==> src/rtl/pvmla_pkg.sv <==
package pvmla_pkg;

    // Default sizing of the memory and the CPU window.
    localparam int PAGE_BYTES_DEF   = 8192;
    localparam int WINDOW_BYTES_DEF = 65536;
    localparam int PLANE_COUNT_DEF  = 4;

    // Fixed field widths.
    localparam int OFFSET_W   = 16;
    localparam int BYTE_W     = 8;
    localparam int CFG_IDX_W  = 2;
    localparam int CFG_DATA_W = 5;
    localparam int MAX_PLANES = 4;

    // Configuration register indexes.
    localparam logic [CFG_IDX_W-1:0] REG_MAP_MASK    = 2'd0;
    localparam logic [CFG_IDX_W-1:0] REG_DATA_ROTATE = 2'd1;
    localparam logic [CFG_IDX_W-1:0] REG_READ_PLANE  = 2'd2;

    // Reset values of the configuration registers.
    localparam logic [3:0] MAP_MASK_RST    = 4'hF;
    localparam logic [4:0] DATA_ROTATE_RST = 5'd0;
    localparam logic [1:0] READ_PLANE_RST  = 2'd0;

    // Byte returned by a read outside the backed pages.
    localparam logic [BYTE_W-1:0] ERR_READ_BYTE = 8'hFF;

    // Logic functions applied between the rotated byte and the latch.
    typedef enum logic [1:0] {
        FN_REPLACE = 2'd0,
        FN_AND     = 2'd1,
        FN_OR      = 2'd2,
        FN_XOR     = 2'd3
    } alu_fn_t;

    // Commands from the controller to the datapath.
    typedef struct packed {
        logic clear_wr;
        logic accept;
        logic respond;
    } ctrl_cmd_t;

    // Status from the datapath to the controller.
    typedef struct packed {
        logic clear_last;
    } ctrl_sts_t;

    // Rotate a byte right by 0 to 7 places.
    function automatic logic [BYTE_W-1:0] rotate_right(input logic [BYTE_W-1:0] v,
                                                       input logic [2:0] n);
        logic [2*BYTE_W-1:0] both;
        both = {v, v} >> n;
        return both[BYTE_W-1:0];
    endfunction

    // Combine the rotated CPU byte with one latch byte.
    function automatic logic [BYTE_W-1:0] alu_combine(input alu_fn_t fn,
                                                      input logic [BYTE_W-1:0] r,
                                                      input logic [BYTE_W-1:0] lat);
        logic [BYTE_W-1:0] res;
        case (fn)
            FN_REPLACE: res = r;
            FN_AND:     res = r & lat;
            FN_OR:      res = r | lat;
            FN_XOR:     res = r ^ lat;
            default:    res = r;
        endcase
        return res;
    endfunction

endpackage

==> src/rtl/pvmla_ctrl.sv <==
module pvmla_ctrl
    import pvmla_pkg::*;
(
    input  logic      clk,
    input  logic      rst_n,
    input  logic      in_valid,
    output logic      in_ready,
    output logic      out_valid,
    input  logic      out_ready,
    output ctrl_cmd_t cmd,
    input  ctrl_sts_t sts
);

    typedef enum logic [1:0] {
        S_CLEAR,
        S_IDLE,
        S_RESP
    } state_t;

    state_t state_reg;
    state_t state_next;
    logic   out_valid_reg;
    logic   out_valid_next;

    // Commands to the datapath.
    assign in_ready     = (state_reg == S_IDLE);
    assign cmd.clear_wr = (state_reg == S_CLEAR);
    assign cmd.accept   = in_valid && in_ready;
    assign cmd.respond  = (state_reg == S_RESP) && (!out_valid_reg || out_ready);

    // Next state and output-valid logic.
    always_comb
    begin
        state_next     = state_reg;
        out_valid_next = out_valid_reg;
        if (out_ready)
        begin
            out_valid_next = 1'b0;
        end
        case (state_reg)
            S_CLEAR:
            begin
                if (sts.clear_last)
                begin
                    state_next = S_IDLE;
                end
            end
            S_IDLE:
            begin
                if (cmd.accept)
                begin
                    state_next = S_RESP;
                end
            end
            S_RESP:
            begin
                if (cmd.respond)
                begin
                    state_next     = S_IDLE;
                    out_valid_next = 1'b1;
                end
            end
            default:
            begin
                state_next = S_CLEAR;
            end
        endcase
    end

    // State and registered outputs.
    always_ff @(posedge clk or negedge rst_n)
    begin
        if (!rst_n)
        begin
            state_reg     <= S_CLEAR;
            out_valid_reg <= 1'b0;
        end
        else
        begin
            state_reg     <= state_next;
            out_valid_reg <= out_valid_next;
        end
    end

    assign out_valid = out_valid_reg;

endmodule

==> config.mk <==
export PLATFORM = sky130hd
export DESIGN_NAME = pvmla_ctrl
export DESIGN_NICKNAME = d
export VERILOG_FILES = /design/src/rtl/pvmla_pkg.sv /design/src/rtl/pvmla_ctrl.sv
export SDC_FILE = /design/constraint.sdc
export NUM_CORES = 1
export LEC_CHECK = 0
export BUFFER_PORTS_ARGS = -buffer_cell sky130_fd_sc_hd__buf_2
export CAP_MARGIN = 20
export CORE_AREA = 2 2 39 41
export CTS_CLUSTER_DIAMETER = 30
export DETAILED_ROUTE_END_ITERATION = 12
export DIE_AREA = 0 0 41 43
export GPL_ROUTABILITY_DRIVEN = 0
export PLACE_DENSITY = 0.33
export SYNTH_ARGS = -nofsm -noshare
export SYNTH_HDL_FRONTEND = slang
export SYNTH_SLANG_ARGS = --single-unit
==> constraint.sdc <==
create_clock -name clk -period 0.9 [get_ports clk]
set_input_delay 0.045 -clock clk [delete_from_list [all_inputs] [get_ports clk]]
set_output_delay 0.045 -clock clk [all_outputs]
set_load 0.01 [all_outputs]
# After elaboration in Yosys (flattened, before gate mapping)
# Cells that the tools add are included.
[classes]
eq_ne = 5
mux = 7
n_reduce_logical = 6
[ops]
columns = ["cell", "count"]
rows = [
  ["$mux W2", 3],
  ["$pmux W2 S3", 1],
  ["$ne A2 B1 Y1 const B", 2],
  ["$mux W1", 3],
  ["$reduce_and A3 Y1", 1],
  ["$eq A2 B1 Y1 const B", 1],
  ["$eq A2 B2 Y1 const B", 1],
  ["$logic_and A1 B1 Y1", 2],
  ["$logic_not A2 Y1", 1],
  ["$ne A2 B2 Y1 const B", 1],
  ["$logic_not A1 Y1", 1],
  ["$logic_or A1 B1 Y1", 1],
]
[totals]
register_bits = 3
inputBits = 5
out_inout_bits = 5
wordCells = 20

# Logic depth before layout (Yosys ltp)
[logic_depth]
depth_word = 5
ltp_mapped = 3

# Least setup slack after synthesis
# Ideal clock, no wire load.
[synth_path]
path_kind = "register to register"
from = "register state_reg[0]"
to = "register state_reg[0]"
arrival_time_ps = 642
path_slack_ps = 127
path_stages_with_launch = 3
path_buffers = 0
period_less_slack_ps = 773
cell_sequence = "dfrtp_1 > mux2i_1 > o22ai_1"
[synth_between]
elab_chain_len = 4
[synth_rtl]
columns = ["item", "line_no", "source"]
rows = [
  ["start: declaration", "pvmla_ctrl.sv:20", "state_t state_reg;"],
  ["start signal: assignment", "pvmla_ctrl.sv:80", "state_reg <= state_next;"],
  ["$eq A2 B2 Y1 / $eq A2 B1 Y1 (equally long branches)", "pvmla_ctrl.sv:29, pvmla_ctrl.sv:40, pvmla_ctrl.sv:26", ""],
  ["$logic_and A1 B1 Y1, on equally long branches", "pvmla_ctrl.sv:29, pvmla_ctrl.sv:28", ""],
  ["$ne A2 B2 Y1 (no source line) / $ne A2 B1 Y1 (equally long branches)", "n/a", ""],
  ["$reduce_and A3 Y1 (no source line)", "n/a", ""],
]
# Parallel ways exist; a longest one is shown, timed or not.
# A chain may end at the register's enable or synchronous reset.

==> impl_metrics.prom <==
# TYPE chip_impl_metric gauge
chip_impl_metric{name="worst_pin_slew",unit="ps"} 140
chip_impl_metric{name="cts_buffer_count",unit=""} 3
chip_impl_metric{name="timing_max_transition_violations_final",unit=""} 0
chip_impl_metric{name="grt_util_all_layers",unit="%"} 7.04
chip_impl_metric{name="net_count_after_synthesis",unit=""} 21
chip_impl_metric{name="totalWireLength",unit="µm"} 496
chip_impl_metric{name="area.growth.synth_to_final",unit="%"} 118
chip_impl_metric{name="overflow",unit=""} 0
chip_impl_info{name="critPathKind",value="reg2out"} 1
chip_impl_metric{name="syn_avg_cell_area",unit="µm²"} 9.70
chip_impl_metric{name="io-pin-count",unit=""} 10
chip_impl_metric{name="grt_pass1_wl",unit="µm"} 738
chip_impl_info{name="final_common_cell",value="sky130_fd_sc_hd__buf_2"} 1
chip_impl_metric{name="antenna_violations_before_repair",unit=""} 0
chip_impl_metric{name="largest_register_ff_count",unit=""} 2
chip_impl_metric{name="clock-skew-final",unit="ps"} 7.60
chip_impl_metric{name="cts_sinks",unit=""} 3
chip_impl_metric{name="final_total_pwr",unit="mW"} 1.16
chip_impl_metric{name="nets",unit=""} 43
chip_impl_metric{name="max-clock-path-buffers",unit=""} 2
chip_impl_metric{name="leakagePower",unit="nW"} 0.179
chip_impl_metric{name="timing.max_slew.rel_slack",unit="%"} 90.4
chip_impl_metric{name="grt_start_max_net_pins",unit=""} 6
chip_impl_metric{name="portBuffers",unit=""} 9
chip_impl_metric{name="critical_path_buf_inv_count",unit=""} 1
chip_impl_metric{name="maxClockFrequency",unit="MHz"} 947
chip_impl_metric{name="ant_nets",unit=""} 0
chip_impl_info{name="cts_tree",value="done"} 1
chip_impl_metric{name="period_minus_slack",unit="ps"} 1060
chip_impl_metric{name="synth.yosys.seq_area_share",unit="%"} 48.4
chip_impl_info{name="rsz_0062_raised_after_global_routing",value="true"} 1
chip_impl_info{name="cp_slowest_cell",value="sky130_fd_sc_hd__dfrtp_1"} 1
chip_impl_info{name="cts_root_buf",value="sky130_fd_sc_hd__clkbuf_4"} 1
chip_impl_metric{name="die_h",unit="µm"} 43
chip_impl_metric{name="critPathRequiredTime",unit="ps"} 850
chip_impl_info{name="start_kind",value="register"} 1
chip_impl_metric{name="vias",unit=""} 200
chip_impl_metric{name="yosysUniqueCellTypes",unit=""} 10
chip_impl_info{name="min_delay_worst_type",value="in2reg"} 1
chip_impl_metric{name="fillers",unit=""} 150
chip_impl_info{name="mostFrequentLayoutCells",value="sky130_fd_sc_hd__buf_2 (7), sky130_fd_sc_hd__buf_4 (6), sky130_fd_sc_hd__clkbuf_4 (3), sky130_fd_sc_hd__buf_6 (3)"} 1
chip_impl_metric{name="syn_inst",unit=""} 16
chip_impl_metric{name="timing.critical_path.fanout_max",unit=""} 5
chip_impl_metric{name="clock_pin_slew_on_the_worst_setup_and_hold_paths",unit="ps"} 40
chip_impl_metric{name="crit_path_max_incr_delay",unit="ps"} 410
chip_impl_metric{name="dr.pass1.iters",unit=""} 2
chip_impl_metric{name="setup_viol",unit=""} 6
chip_impl_metric{name="synth-seq-cells",unit=""} 3
chip_impl_metric{name="layout_worst_path_cycle_share",unit="%"} 117
chip_impl_metric{name="finalHoldViolations",unit=""} 0
chip_impl_metric{name="dieWidth",unit="µm"} 41
chip_impl_info{name="run_status",value="finished with violations"} 1
chip_impl_metric{name="clk-insertion-delay-late",unit="ps"} 240
chip_impl_info{name="setup.worst_path.end_class",value="output port"} 1
chip_impl_metric{name="max-vdd-ir-drop",unit="µV"} 920
chip_impl_metric{name="cts-htree-levels",unit=""} 1
chip_impl_metric{name="n_antenna_cell",unit=""} 0
chip_impl_metric{name="fin_hold_ws",unit="ps"} 110
chip_impl_metric{name="via_count_of_the_first_global_routing_pass",unit=""} 187
chip_impl_metric{name="post_synth_instance_area",unit="µm²"} 155
chip_impl_metric{name="ff_latch_area",unit="µm²"} 76.3
chip_impl_metric{name="floorplan.die_area",unit="µm²"} 1760
chip_impl_metric{name="grt_use_met3",unit="%"} 6.28
chip_impl_metric{name="yosysWarningCount",unit=""} 0
chip_impl_metric{name="floorplan.rows",unit=""} 14
chip_impl_metric{name="total_area_of_multi_input_combinational_cells",unit="µm²"} 87.6
chip_impl_info{name="worst_path_dominant_cell_family",value="flip-flops"} 1
chip_impl_info{name="busiest_layer",value="met2"} 1
chip_impl_metric{name="ratio_of_cells_with_drive_above_1_in_the_final_layout",unit="%"} 67.6
chip_impl_metric{name="groute.layer.met2.usage",unit="%"} 8.44
chip_impl_metric{name="timing.max_cap.violations",unit=""} 0
chip_impl_metric{name="detail_route.drc_violations",unit=""} 0
chip_impl_metric{name="timing.critical_path.arrival",unit="ps"} 1010
chip_impl_metric{name="setup_slack",unit="ps"} -156
chip_impl_metric{name="power_per_cell_area",unit="nW/µm²"} 3430
chip_impl_metric{name="core_area",unit="µm²"} 1380
chip_impl_metric{name="wl_per_cell",unit="µm"} 9.36
chip_impl_metric{name="drt_first_iter_violations",unit=""} 2
chip_impl_metric{name="starting_utilization_of_the_core_area",unit="%"} 11.2
chip_impl_info{name="crit_chain",value="nand2b_4, nor2_2, buf_2"} 1
chip_impl_metric{name="met1_track_usage_gr",unit="%"} 7.12
chip_impl_metric{name="vias_per_cell",unit=""} 3.77
chip_impl_info{name="violations",value="setup timing"} 1
worst register-to-register path: stages (launching register included):
cell,delay (ps)
sky130_fd_sc_hd__dfrtp_1,410
sky130_fd_sc_hd__buf_4,150
sky130_fd_sc_hd__buf_6,100
sky130_fd_sc_hd__mux2i_1,150
sky130_fd_sc_hd__o22ai_1,90
final timing paths:
| kind | startpoint | to | slack, ps | depth (start not counted) |
|---|---|---|---|---|
| setup / recovery | state_reg[0] | cmd[0] | -160 | 3 |
| hold / removal | sts | state_reg[0] | 110 | 3 |
| setup reg to reg | state_reg[0] | state_reg[0] | -110 | 4 |
| hold reg to reg | state_reg[1] | state_reg[1] | 630 | 2 |
| max in group asynchronous | rst_n | state_reg[1] | 640 | 2 |
| min in group asynchronous | rst_n | state_reg[0] | 130 | 2 |
area by class of cell:
| class | count | share of cell area (%) |
|---|---|---|
| Clock buffer | 4 | 7.78 |
| Timing Repair Buffer | 17 | 36.7 |
| Tap cell | 16 | 5.93 |
| Sequential cell | 3 | 22.6 |
| Inverter | 1 | 1.11 |
| Multi-Input combinational cell | 12 | 25.9 |
timing repair:
item / CTS / global route
endpoints found under the hold margin: 3 / 0
hold buffers: 1 / 0
gates resized for setup: 4 / 3
buffers inserted: 4 / 3
endpoints found under the setup margin: 4 / 6
pin swaps: 3 / 0
synthesized netlist by cell type:
master	n	area [µm²]
sky130_fd_sc_hd__nor2_1	3	11.3
sky130_fd_sc_hd__dfrtp_1	3	75.1
sky130_fd_sc_hd__nand2_1	2	7.51
sky130_fd_sc_hd__mux2i_1	1	10.0
sky130_fd_sc_hd__and2b_2	1	8.76
sky130_fd_sc_hd__nor2b_1	1	6.26
sky130_fd_sc_hd__o22ai_1	2	12.5
sky130_fd_sc_hd__inv_1	1	3.75
sky130_fd_sc_hd__nand2b_4	1	13.8
sky130_fd_sc_hd__nand2b_1	1	6.26
power breakdown:
part / internal (mW) / switching, mW / leakage [nW] / total, mW
Combinational: 0.412 / 0.240 / 0.127 / 0.652
Sequential: 0.198 / 0.0646 / 0.0368 / 0.263
Clock: 0.166 / 0.0761 / 0.0150 / 0.243
layer usage:
metal / vias to the layer above / part of all wire [%]
li1: 96 / -
met1: 90 / 40
met2: 12 / 43
met3: 2 / 16
met4: 0 / 1.6
met5: - / 0
cell families after synthesis:
group	after synthesis	share of synthesized area (%)
simple gates	9	34.7
flops	3	48.4
compound gates	2	8.06
mux	1	6.45
buf+inv	1	2.42
through the flow:
stage / cells / cell area [µm²] / setup slack (ps) / setup TNS (ps) / utilization, %
3_3_place_gp: 41 / 220 / 59.6 / 0 / 15.9
2_1_floorplan: 16 / 155 / 127 / 0 / -
6_report: 53 / 338 / -156 / -644 / 24.4
4_1_cts: 50 / 303 / -153 / -468 / 21.9
3_5_place_dp: 41 / 220 / 37.2 / 0 / 15.9
5_1_grt: 53 / 338 / -200 / -960 / 24.4
(Power assumes the default switching activity.)
